<file path="config.mk">
export PLATFORM = sky130hd
export DESIGN_NAME = full_linear_convolution_core
export DESIGN_NICKNAME = d
export VERILOG_FILES = /design/src/flc_pkg.sv /design/src/full_linear_convolution_core.sv /design/src/flc_cfg.sv /design/src/flc_data.sv /design/src/flc_mac.sv
export SDC_FILE = /design/constraint.sdc
export NUM_CORES = 2
export LEC_CHECK = 0
export BUFFER_PORTS_ARGS = -buffer_cell sky130_fd_sc_hd__clkbuf_2
export CORE_MARGIN = 1
export CORE_UTILIZATION = 55
export CTS_BUF_LIST = sky130_fd_sc_hd__clkbuf_2 sky130_fd_sc_hd__clkbuf_4 sky130_fd_sc_hd__clkbuf_8
export CTS_CLUSTER_DIAMETER = 60
export DETAILED_ROUTE_END_ITERATION = 10
export PLACE_DENSITY = 0.74
export SETUP_SLACK_MARGIN = 0.5
export SYNTH_ARGS = -nofsm -noshare
export SYNTH_HDL_FRONTEND = slang
export SYNTH_SLANG_ARGS = --single-unit
export TNS_END_PERCENT = 5
</file>
<file path="constraint.sdc">
create_clock -name clk -period 36.1 [get_ports clk]
set_input_delay 3.61 -clock clk [delete_from_list [all_inputs] [get_ports clk]]
set_output_delay 3.61 -clock clk [all_outputs]
set_load 0.03 [all_outputs]
</file>
<file path="src/flc_pkg.sv">
package flc_pkg;

  // Kernel capacity and derived widths
  localparam int MAX_TAPS = 32;
  localparam int IDX_W    = (MAX_TAPS > 1) ? $clog2(MAX_TAPS) : 1;
  localparam int CNT_W    = $clog2(MAX_TAPS + 1);

  // Fixed field widths
  localparam int SMP_W    = 16;
  localparam int PROD_W   = 2 * SMP_W;
  localparam int ACC_W    = 38;
  localparam int KT_W     = 6;
  localparam int TIDX_W   = 5;
  localparam int APB_DW   = 32;
  localparam int APB_AW   = 3;

  // Register map (word index)
  localparam logic REG_KERNEL_TAPS = 1'b0;
  localparam logic [KT_W-1:0] KERNEL_TAPS_RST = KT_W'(1);

  // Item operation codes
  localparam logic OP_LOAD   = 1'b0;
  localparam logic OP_SAMPLE = 1'b1;

  typedef struct packed {
    logic                    operation;
    logic [TIDX_W-1:0]       tap_index;
    logic signed [SMP_W-1:0] value;
    logic                    last_sample;
  } flc_in_t;

  typedef struct packed {
    logic signed [ACC_W-1:0] conv_value;
    logic                    last_output;
  } flc_out_t;

  typedef enum logic [1:0] {
    ST_IDLE,
    ST_MAC,
    ST_DRAIN,
    ST_FIN
  } flc_state_t;

  typedef struct packed {
    logic             tap_we;
    logic [IDX_W-1:0] tap_idx;
    logic             shift_en;
    logic             clear;
  } flc_data_ctrl_t;

  typedef struct packed {
    logic clear;
    logic issue;
  } flc_mac_ctrl_t;

  // Zero acts as one, anything above capacity acts as full capacity
  function automatic logic [CNT_W-1:0] taps_in_use(input logic [KT_W-1:0] kt);
    logic [CNT_W-1:0] n;
    if (kt == '0) begin
      n = CNT_W'(1);
    end else if (int'(kt) > MAX_TAPS) begin
      n = CNT_W'(MAX_TAPS);
    end else begin
      n = CNT_W'(kt);
    end
    return n;
  endfunction

endpackage

</file>
<file path="src/full_linear_convolution_core.sv">
// Full linear convolution core: a direct-form FIR over a stored kernel of up
// to MAX_TAPS Q1.15 taps. A load transaction (operation 0) writes one tap and
// gives no result; loads to a tap index beyond capacity are dropped. A sample
// transaction (operation 1) shifts the sample into the delay line and gives
// one output, the exact 38-bit sum of tap*sample products. A sample marked
// last_sample is followed by n-1 flush outputs with zero input, the final
// output flagged last_output, after which the delay line is cleared. The
// core owns one 16x16 multiplier and one 38-bit accumulator that walk the
// taps one per cycle, n being kernel_taps clamped to 1..MAX_TAPS. A sample
// passes through the accepting cycle, the issue of each of the n taps, a
// pipeline drain and a hand-over to the output register, which raises
// out_valid; each flush output repeats the issue, drain and hand-over.
// in_ready is low for the whole of a sample and its flush. The output
// register lets a finished result wait for the sink while the core returns
// to idle and takes the next transaction; a hand-over stalls only if the
// previous output is still waiting. kernel_taps sits at APB byte address 0
// and should be written only while the core is idle; it resets to 1.
module full_linear_convolution_core (
  input  logic                         clk,
  input  logic                         rst_n,
  // input channel
  input  logic                         in_valid,
  output logic                         in_ready,
  input  flc_pkg::flc_in_t             in_data,
  // result channel
  output logic                         out_valid,
  input  logic                         out_ready,
  output flc_pkg::flc_out_t            out_data,
  // APB configuration
  input  logic                         psel,
  input  logic                         penable,
  input  logic                         pwrite,
  input  logic [flc_pkg::APB_AW-1:0]   paddr,
  input  logic [flc_pkg::APB_DW-1:0]   pwdata,
  output logic [flc_pkg::APB_DW-1:0]   prdata,
  output logic                         pready
);
  import flc_pkg::*;

  flc_state_t              state_r, state_nxt;
  logic [CNT_W-1:0]        cnt_r, cnt_nxt;       // tap being issued
  logic [CNT_W-1:0]        n_r, n_nxt;           // taps in use for this signal
  logic [CNT_W-1:0]        flush_r, flush_nxt;   // flush outputs still owed
  logic                    last_r, last_nxt;     // current sample was the last
  logic                    out_valid_r;
  flc_out_t                out_data_r;
  logic                    out_free;
  logic                    out_load;

  logic [KT_W-1:0]         kernel_taps;
  flc_data_ctrl_t          dctl;
  flc_mac_ctrl_t           mctl;
  logic signed [SMP_W-1:0] wr_value;
  logic signed [SMP_W-1:0] tap_q;
  logic signed [SMP_W-1:0] smp_q;
  logic signed [ACC_W-1:0] acc;
  logic                    mac_busy;

  flc_cfg u_cfg (
    .clk         (clk),
    .rst_n       (rst_n),
    .psel        (psel),
    .penable     (penable),
    .pwrite      (pwrite),
    .paddr       (paddr),
    .pwdata      (pwdata),
    .prdata      (prdata),
    .pready      (pready),
    .kernel_taps (kernel_taps)
  );

  flc_data u_data (
    .clk      (clk),
    .rst_n    (rst_n),
    .ctrl     (dctl),
    .wr_value (wr_value),
    .rd_idx   (cnt_r[IDX_W-1:0]),
    .tap_q    (tap_q),
    .smp_q    (smp_q)
  );

  flc_mac u_mac (
    .clk   (clk),
    .rst_n (rst_n),
    .ctrl  (mctl),
    .tap   (tap_q),
    .smp   (smp_q),
    .acc   (acc),
    .busy  (mac_busy)
  );

  assign in_ready = (state_r == ST_IDLE);
  assign out_free = !out_valid_r || out_ready;

  // sequencer state
  always_ff @(posedge clk) begin
    if (!rst_n) begin
      state_r <= ST_IDLE;
      cnt_r   <= '0;
      n_r     <= CNT_W'(1);
      flush_r <= '0;
      last_r  <= 1'b0;
    end else begin
      state_r <= state_nxt;
      cnt_r   <= cnt_nxt;
      n_r     <= n_nxt;
      flush_r <= flush_nxt;
      last_r  <= last_nxt;
    end
  end

  always_comb begin
    state_nxt    = state_r;
    cnt_nxt      = cnt_r;
    n_nxt        = n_r;
    flush_nxt    = flush_r;
    last_nxt     = last_r;
    dctl         = '0;
    mctl         = '0;
    wr_value     = in_data.value;
    out_load     = 1'b0;
    dctl.tap_idx = IDX_W'(in_data.tap_index);

    case (state_r)
      ST_IDLE: begin
        if (in_valid) begin
          if (in_data.operation == OP_LOAD) begin
            // out-of-range tap positions are dropped
            dctl.tap_we = (int'(in_data.tap_index) < MAX_TAPS);
          end else begin
            dctl.shift_en = 1'b1;
            mctl.clear    = 1'b1;
            n_nxt         = taps_in_use(kernel_taps);
            last_nxt      = in_data.last_sample;
            flush_nxt     = in_data.last_sample ? (n_nxt - CNT_W'(1)) : '0;
            cnt_nxt       = '0;
            state_nxt     = ST_MAC;
          end
        end
      end
      ST_MAC: begin
        mctl.issue = 1'b1;
        cnt_nxt    = cnt_r + CNT_W'(1);
        if (cnt_r == n_r - CNT_W'(1)) begin
          state_nxt = ST_DRAIN;
        end
      end
      ST_DRAIN: begin
        // last product lands in the accumulator
        state_nxt = ST_FIN;
      end
      ST_FIN: begin
        if (out_free) begin
          out_load = 1'b1;
          if (flush_r != '0) begin
            // next flush step: shift in a zero sample
            wr_value      = '0;
            dctl.shift_en = 1'b1;
            mctl.clear    = 1'b1;
            flush_nxt     = flush_r - CNT_W'(1);
            cnt_nxt       = '0;
            state_nxt     = ST_MAC;
          end else begin
            dctl.clear = last_r;
            last_nxt   = 1'b0;
            state_nxt  = ST_IDLE;
          end
        end
      end
      default: begin
        state_nxt = ST_IDLE;
      end
    endcase
  end

  // output register
  always_ff @(posedge clk) begin
    if (!rst_n) begin
      out_valid_r <= 1'b0;
    end else if (out_load) begin
      out_valid_r <= 1'b1;
    end else if (out_ready) begin
      out_valid_r <= 1'b0;
    end
  end

  always_ff @(posedge clk) begin
    if (out_load) begin
      out_data_r.conv_value  <= acc;
      out_data_r.last_output <= last_r && (flush_r == '0);
    end
  end

  assign out_valid = out_valid_r;
  assign out_data  = out_data_r;

  // a new transaction never finds a product still in flight
  a_idle_mac: assert property (@(posedge clk) disable iff (!rst_n)
    (in_valid && in_ready) |-> !mac_busy)
    else $error("input accepted while MAC pipeline busy");

  // tap walk stays within the taps in use
  a_cnt_range: assert property (@(posedge clk) disable iff (!rst_n)
    mctl.issue |-> (cnt_r < n_r))
    else $error("tap index beyond taps in use");

  // flush outputs are owed only after a last sample
  a_flush_last: assert property (@(posedge clk) disable iff (!rst_n)
    (flush_r != '0) |-> last_r)
    else $error("flush pending without last sample");

  // results appear only from the finish step
  a_out_src: assert property (@(posedge clk) disable iff (!rst_n)
    $rose(out_valid) |-> $past(state_r == ST_FIN))
    else $error("result raised outside finish step");

endmodule

</file>
<file path="src/flc_cfg.sv">
module flc_cfg (
  input  logic                         clk,
  input  logic                         rst_n,
  input  logic                         psel,
  input  logic                         penable,
  input  logic                         pwrite,
  input  logic [flc_pkg::APB_AW-1:0]   paddr,
  input  logic [flc_pkg::APB_DW-1:0]   pwdata,
  output logic [flc_pkg::APB_DW-1:0]   prdata,
  output logic                         pready,
  output logic [flc_pkg::KT_W-1:0]     kernel_taps
);
  import flc_pkg::*;

  logic [KT_W-1:0] kernel_taps_r;
  logic            hit_kt;

  // word index sits above the two byte-lane bits
  assign hit_kt = (paddr[APB_AW-1:2] == REG_KERNEL_TAPS);
  assign pready = 1'b1;

  always_ff @(posedge clk) begin
    if (!rst_n) begin
      kernel_taps_r <= KERNEL_TAPS_RST;
    end else if (psel && penable && pwrite && hit_kt) begin
      kernel_taps_r <= pwdata[KT_W-1:0];
    end
  end

  assign prdata      = hit_kt ? APB_DW'(kernel_taps_r) : '0;
  assign kernel_taps = kernel_taps_r;

endmodule

</file>
<file path="src/flc_data.sv">
module flc_data (
  input  logic                               clk,
  input  logic                               rst_n,
  input  flc_pkg::flc_data_ctrl_t            ctrl,
  input  logic signed [flc_pkg::SMP_W-1:0]   wr_value,
  input  logic [flc_pkg::IDX_W-1:0]          rd_idx,
  output logic signed [flc_pkg::SMP_W-1:0]   tap_q,
  output logic signed [flc_pkg::SMP_W-1:0]   smp_q
);
  import flc_pkg::*;

  logic signed [SMP_W-1:0] tap_r  [MAX_TAPS];
  logic signed [SMP_W-1:0] hist_r [MAX_TAPS];

  // coefficient store
  always_ff @(posedge clk) begin
    if (!rst_n) begin
      for (int i = 0; i < MAX_TAPS; i++) begin
        tap_r[i] <= '0;
      end
    end else if (ctrl.tap_we) begin
      tap_r[ctrl.tap_idx] <= wr_value;
    end
  end

  // delay line, newest sample at position 0
  always_ff @(posedge clk) begin
    if (!rst_n || ctrl.clear) begin
      for (int i = 0; i < MAX_TAPS; i++) begin
        hist_r[i] <= '0;
      end
    end else if (ctrl.shift_en) begin
      hist_r[0] <= wr_value;
      for (int i = 1; i < MAX_TAPS; i++) begin
        hist_r[i] <= hist_r[i-1];
      end
    end
  end

  assign tap_q = tap_r[rd_idx];
  assign smp_q = hist_r[rd_idx];

endmodule

</file>
<file path="src/flc_mac.sv">
module flc_mac (
  input  logic                               clk,
  input  logic                               rst_n,
  input  flc_pkg::flc_mac_ctrl_t             ctrl,
  input  logic signed [flc_pkg::SMP_W-1:0]   tap,
  input  logic signed [flc_pkg::SMP_W-1:0]   smp,
  output logic signed [flc_pkg::ACC_W-1:0]   acc,
  output logic                               busy
);
  import flc_pkg::*;

  logic signed [PROD_W-1:0] prod_r;
  logic                     prod_v_r;
  logic signed [ACC_W-1:0]  acc_r;

  // product stage
  always_ff @(posedge clk) begin
    if (!rst_n || ctrl.clear) begin
      prod_v_r <= 1'b0;
    end else begin
      prod_v_r <= ctrl.issue;
    end
  end

  always_ff @(posedge clk) begin
    if (ctrl.issue) begin
      prod_r <= tap * smp;
    end
  end

  // accumulate stage; wraps modulo 2^ACC_W
  always_ff @(posedge clk) begin
    if (!rst_n || ctrl.clear) begin
      acc_r <= '0;
    end else if (prod_v_r) begin
      acc_r <= acc_r + {{(ACC_W-PROD_W){prod_r[PROD_W-1]}}, prod_r};
    end
  end

  assign acc  = acc_r;
  assign busy = prod_v_r;

endmodule
</file>
Word-level counts from Yosys, hierarchy flattened
Memories as Yosys holds them, arrays and structs flattened. A register that Yosys moved wholly into a read port is not among the register bits.
Index checks and enable logic that the tools add are counted.
{"block": "word_totals", "out_inout_bits": 74, "ff_bits": 138, "wordCells": 182, "inputBits": 65, "n_memories": 2, "mem_bits_rw": 1024}
{"name": "u_data.hist_r", "depth": 32, "word_bits": 16, "rd": 32, "rd_clocked_by_memory_dff": 1, "wr": 32, "line_no": "flc_data.sv:13", "text": "logic signed [SMP_W-1:0] hist_r [MAX_TAPS];"}
{"name": "u_data.tap_r", "depth": 32, "word_bits": 16, "rd": 1, "rd_clocked_by_memory_dff": 1, "wr": 32, "line_no": "flc_data.sv:12", "text": "logic signed [SMP_W-1:0] tap_r [MAX_TAPS];"}
{"block": "classes", "n_eq_ne": 10, "reduce_logical": 22, "bitwise": 33, "order_cmp": 1, "multipliers": 1, "muxes": 96, "addsub": 5}
{"cell": "16-bit two-way mux", "count": 36}
{"cell": "6-bit two-way mux", "count": 15}
{"cell": "38-bit adder", "count": 1}
{"cell": "16-bit by 16-bit multiplier with 32-bit output", "count": 1}
{"cell": "1-bit bitwise OR", "count": 32}
{"cell": "1-bit two-way mux", "count": 29}
{"cell": "5-bit two-way mux", "count": 5}
{"cell": "6-bit one-hot mux with 3 select lines", "count": 1}
{"cell": "6-bit by 1-bit subtractor with 6-bit output, second input constant", "count": 3}
{"cell": "16-bit OR reduction", "count": 1}
{"cell": "5-bit AND reduction", "count": 3}
{"cell": "6-bit logical NOT", "count": 2}
{"cell": "6-bit one-hot mux with 2 select lines", "count": 1}
{"cell": "2-bit two-way mux", "count": 5}
{"cell": "2-bit inequality test, second input constant", "count": 5}
{"cell": "2-bit one-hot mux with 4 select lines", "count": 1}
{"cell": "6-bit by 1-bit adder with 6-bit output, second input constant", "count": 1}
{"cell": "6-bit equality test", "count": 1}
{"cell": "6-bit greater-than comparator, second input constant", "count": 1}
{"cell": "1-bit one-hot mux with 2 select lines", "count": 3}
{"cell": "6-bit nonzero test", "count": 1}
{"cell": "2-bit equality test, second input constant", "count": 2}
{"cell": "1-bit logical AND", "count": 4}
{"cell": "4-bit AND reduction", "count": 1}
{"cell": "9 further kinds", "count": 13}

Logic depth before layout (Yosys ltp)
{"block": "depth", "depth_word": 11, "depth_mapped": 31, "depth_no_buf": 26}

Hierarchy
From an unflattened synthesis, not the netlist that was laid out.
{"block": "hier_totals", "cells_unflattened": 5282, "hier_area_um2": 64612.0}
{"module": "flc_data", "area_each_um2": 47190.3, "cells_per_inst": 3468, "seq_area_each_um2": 30749.5, "n_inst": 1}
{"module": "flc_mac", "area_each_um2": 14173.6, "cells_per_inst": 1510, "seq_area_each_um2": 1741.7, "n_inst": 1}
{"module": "full_linear_convolution_core", "area_each_um2": 2730.1, "cells_per_inst": 242, "seq_area_each_um2": 1611.5, "n_inst": 1}
{"module": "flc_cfg", "area_each_um2": 518.0, "cells_per_inst": 62, "seq_area_each_um2": 120.1, "n_inst": 1}

Least setup slack after synthesis
No wires, ideal clock.
{"block": "synth_path", "path_type": "input to register", "from": "in out_ready", "to": "mem u_data.hist_r[0][0], enable pin", "stages": 8, "setup_time_ns": 0.900, "n_path_buf": 2, "slack_ns": 18.316, "t_required_ns": 35.200, "t_arrival_ns": 16.884, "cell_sequence": "nor2b_1 > nor2_1 > nand2b_1 > buf_2 > a21oi_1 > nor2b_1 > clkbuf_1 > nand2_1"}
{"element": "start: declaration", "line_no": "full_linear_convolution_core.sv:27", "text": "input logic out_ready,"}
{"element": "end: declaration", "line_no": "flc_data.sv:13"}

==> impl_metrics.ini <==
[placement]
dp_hpwl_um = 84880
gp_congestion = 0.8820
portBuffers = 83

[yosys]
yosysTopAreaCell = edfxtp_1
syn_avg_cell_area_um2 = 13.57
synth_compound_area_share_pct = 2.495
synth_edf_count = 1095
yosysMostFrequentCell = edfxtp_1
syn-cell-area_mm2 = 0.06212
syn-instance-count = 4577
synthSimpleGateAreaFrac_pct = 12.76
post_synth_xor_area_fraction_pct = 0.9869
ys_seq_area_share_pct = 55.25
synthAdderAreaFrac_pct = 11.03
synthMuxAreaShare_pct = 12.94
synth_seq_cells = 1167
ys_top_cells_by_area = edfxtp_1 53%, mux4_2 12%, fa_1 8.5%
ys_types = 77
yosysTopAreaCellShare_pct = 52.93
yosys_warnings = 0
synth_ff_type = edfxtp_1
synth_top_family_by_area = multiplexers
synthArstFlopShare_pct = 0
synth_common_cells = 1,095 x edfxtp_1, 750 x nor2_1, 504 x and3_1

[sta]
hold_viol = 0
tns_ps = 0
relSlewSlack_pct = 19.14
period_share_pct = 30.95
final_max_slew_viol_count = 0
post-route-min-period_ps = 11170
rsz0062_at_grt = no
fmax_mhz = 89.50
tightestPinTransition_ps = 1189
fin_worst_skew_ps = 62.08
setup_viol = 0

[status]
status = finished clean

[detailed_routing]
avgRoutedWirePerCell_um = 21.43
wl_um = 133600
dr.first_iter.drc_count = 3954
ant_nets = 0
drc = 0
vias = 37220
drt_first_pass_iters = 9
avgViaCountPerCell = 5.969

[finish]
drive_gt1_share_pct = 17.84
fillerInstances = 8310
seqCellArea_mm2 = 0.03434
finish.net_count = 5051
area_growth_pct = 8.407
multi_input_area_mm2 = 0.02514

[clock_network]
cts_buffer_depth = 3
post_cts_buffers = 0
cts_root_buffer = clkbuf_8
numCtsBuffers = 185
ctsHoldBuffers = 0
cts_tree = built
cts.sinks = 1167
htreeDepth = 4
cts.clk_slew.worst_paths_ps = 70
worstSkewPairLatency_ps = 870
cts_resized = 0

[critical_path]
path_class = reg2reg
critPathCaptureType = register
crit_fanout = 46
critical_path.max_stage_delay_ps = 870
critPathArrivalTime_ps = 11770
crit_buf_inv = 7
cpMostUsedCell = fa_1
critPathSlowestCell = mux2i_2
cp.required_ps = 36700
critPathTopFamily = adder cells
startpoint_type = register

[hold_path]
min_path_type = reg2reg

[die]
io_pins = 139
rows = 122
core_mm2 = 0.1113
die_width_um = 338.1
fp.dieH_um = 338.1
initial_core_util_pct = 55.83
dieArea_mm2 = 0.1143

[grt]
grt_overflow_total = 0
grt_pass1_wl_um = 210700
grt_usage_pct = 23.92
grt_pass1_vias = 37530
antenna_found_initial = 7
grt_start_max_net_pins = 140

[job]
cap_violations = 0
[through the flow]
stage                     instance area, µm²  hold slack (ps)  setup WS, ps  utilization (%)  std cells
after global routing                   67350            477.5         24200            60.52       6235
after detailed placement               63570            449.6         24820            57.12       5897
after global placement                 63570            441.1         24940            57.12       5897
final                                  67350            466.6         24930            60.52       6235
after floorplan                        62220            429.0         18320                -       4602
after CTS                              67330            462.9         24810            60.51       6230
[routing by layer]
metal,vias to the layer above,part of all wire [%],wire length (µm),global-route usage [%]
met5,-,0.0067,9,0
met4,2,3.1,4186,8.809
met3,287,8.8,11740,5.120
met2,1678,47,63020,37.35
met1,18730,41,54670,33.30
li1,16520,-,-,-
[cell families (layout without fill, tap and decap cells)]
group / count (synthesis) / in the layout
adders and majority gates: 390 / 390
muxes: 380 / 380
and+or+nand+nor: 1652 / 1652
buffers and inverters: 678 / 818
other: 2 / 32
AOI/OAI and AO/OA: 238 / 238
xor gates and xnor gates: 70 / 70
DFF: 1167 / 1167
[cell usage in the layout (no fill, tap or decap), drive strengths merged, types with 31 or more instances in the layout]
master / n
o21ai: 48
clkbuf: 332
nand2b: 31
buf: 71
nand2: 208
inv: 339
mux4: 320
mux2i: 53
nor2: 750
clkinv: 59
edfxtp: 1095
and3: 504
xnor2: 50
dfxtp: 72
ha: 127
fa: 263
a21oi: 65
[path summary, 6_finish.rpt]
path | end | cells past startpoint | startpoint | slack [ps]
hold reg to reg | out_data[38]$_DFFE_PP_ | 0 | u_mac.acc[37]$_SDFFE_PP0P_ | 470
hold / removal | out_data[38]$_DFFE_PP_ | 0 | u_mac.acc[37]$_SDFFE_PP0P_ | 470
setup / recovery | u_mac.prod_r[30]$_DFFE_PP_ | 27 | register | 24930
setup reg to reg | u_mac.prod_r[30]$_DFFE_PP_ | 27 | register | 24930
[cell type report]
class	instances	share of cell area (%)
Clock inverter	83	1.033
Multi-Input combinational cell	2757	37.34
Inverter	332	1.850
Tap cell	1488	2.765
Clock buffer	250	4.561
Antenna cell	5	0.01858
Sequential cell	1167	50.99
Timing Repair Buffer	153	1.444
[worst reg2reg max path, stage by stage, from the launching register on]
cell       delay [ps]
dfxtp_4           750
buf_4             610
buf_4             700
buf_4             860
mux4_2            730
mux4_2            520
mux2i_2           870
inv_2             180
nand2_1           150
fa_1              450
fa_1              560
inv_1              50
fa_1              530
fa_1              440
fa_1              490
inv_1              50
fa_1              470
inv_1              40
ha_1              360
and4_1            250
and4_1            220
nand2_1            50
or3_1             430
a21boi_1          390
a221oi_2          150
o21ai_0           270
a2111oi_0         150
nand4b_1          200
[state kept, by name, indices dropped and copies added (netlist names), named ones only]
name / count
u_data.hist_r: 512
u_data.tap_r: 512
out_data: 39
u_mac.acc: 38
u_mac.prod_r: 32
cnt_r: 6
flush_r: 6
n_r: 6
u_cfg.kernel_taps: 6
state_r: 2
last_r: 1
out_valid: 1
u_mac.busy: 1
Power is left out: the tool's default activity adds up to more than one toggle a clock period on the data nets, which glitch-free logic cannot reach.
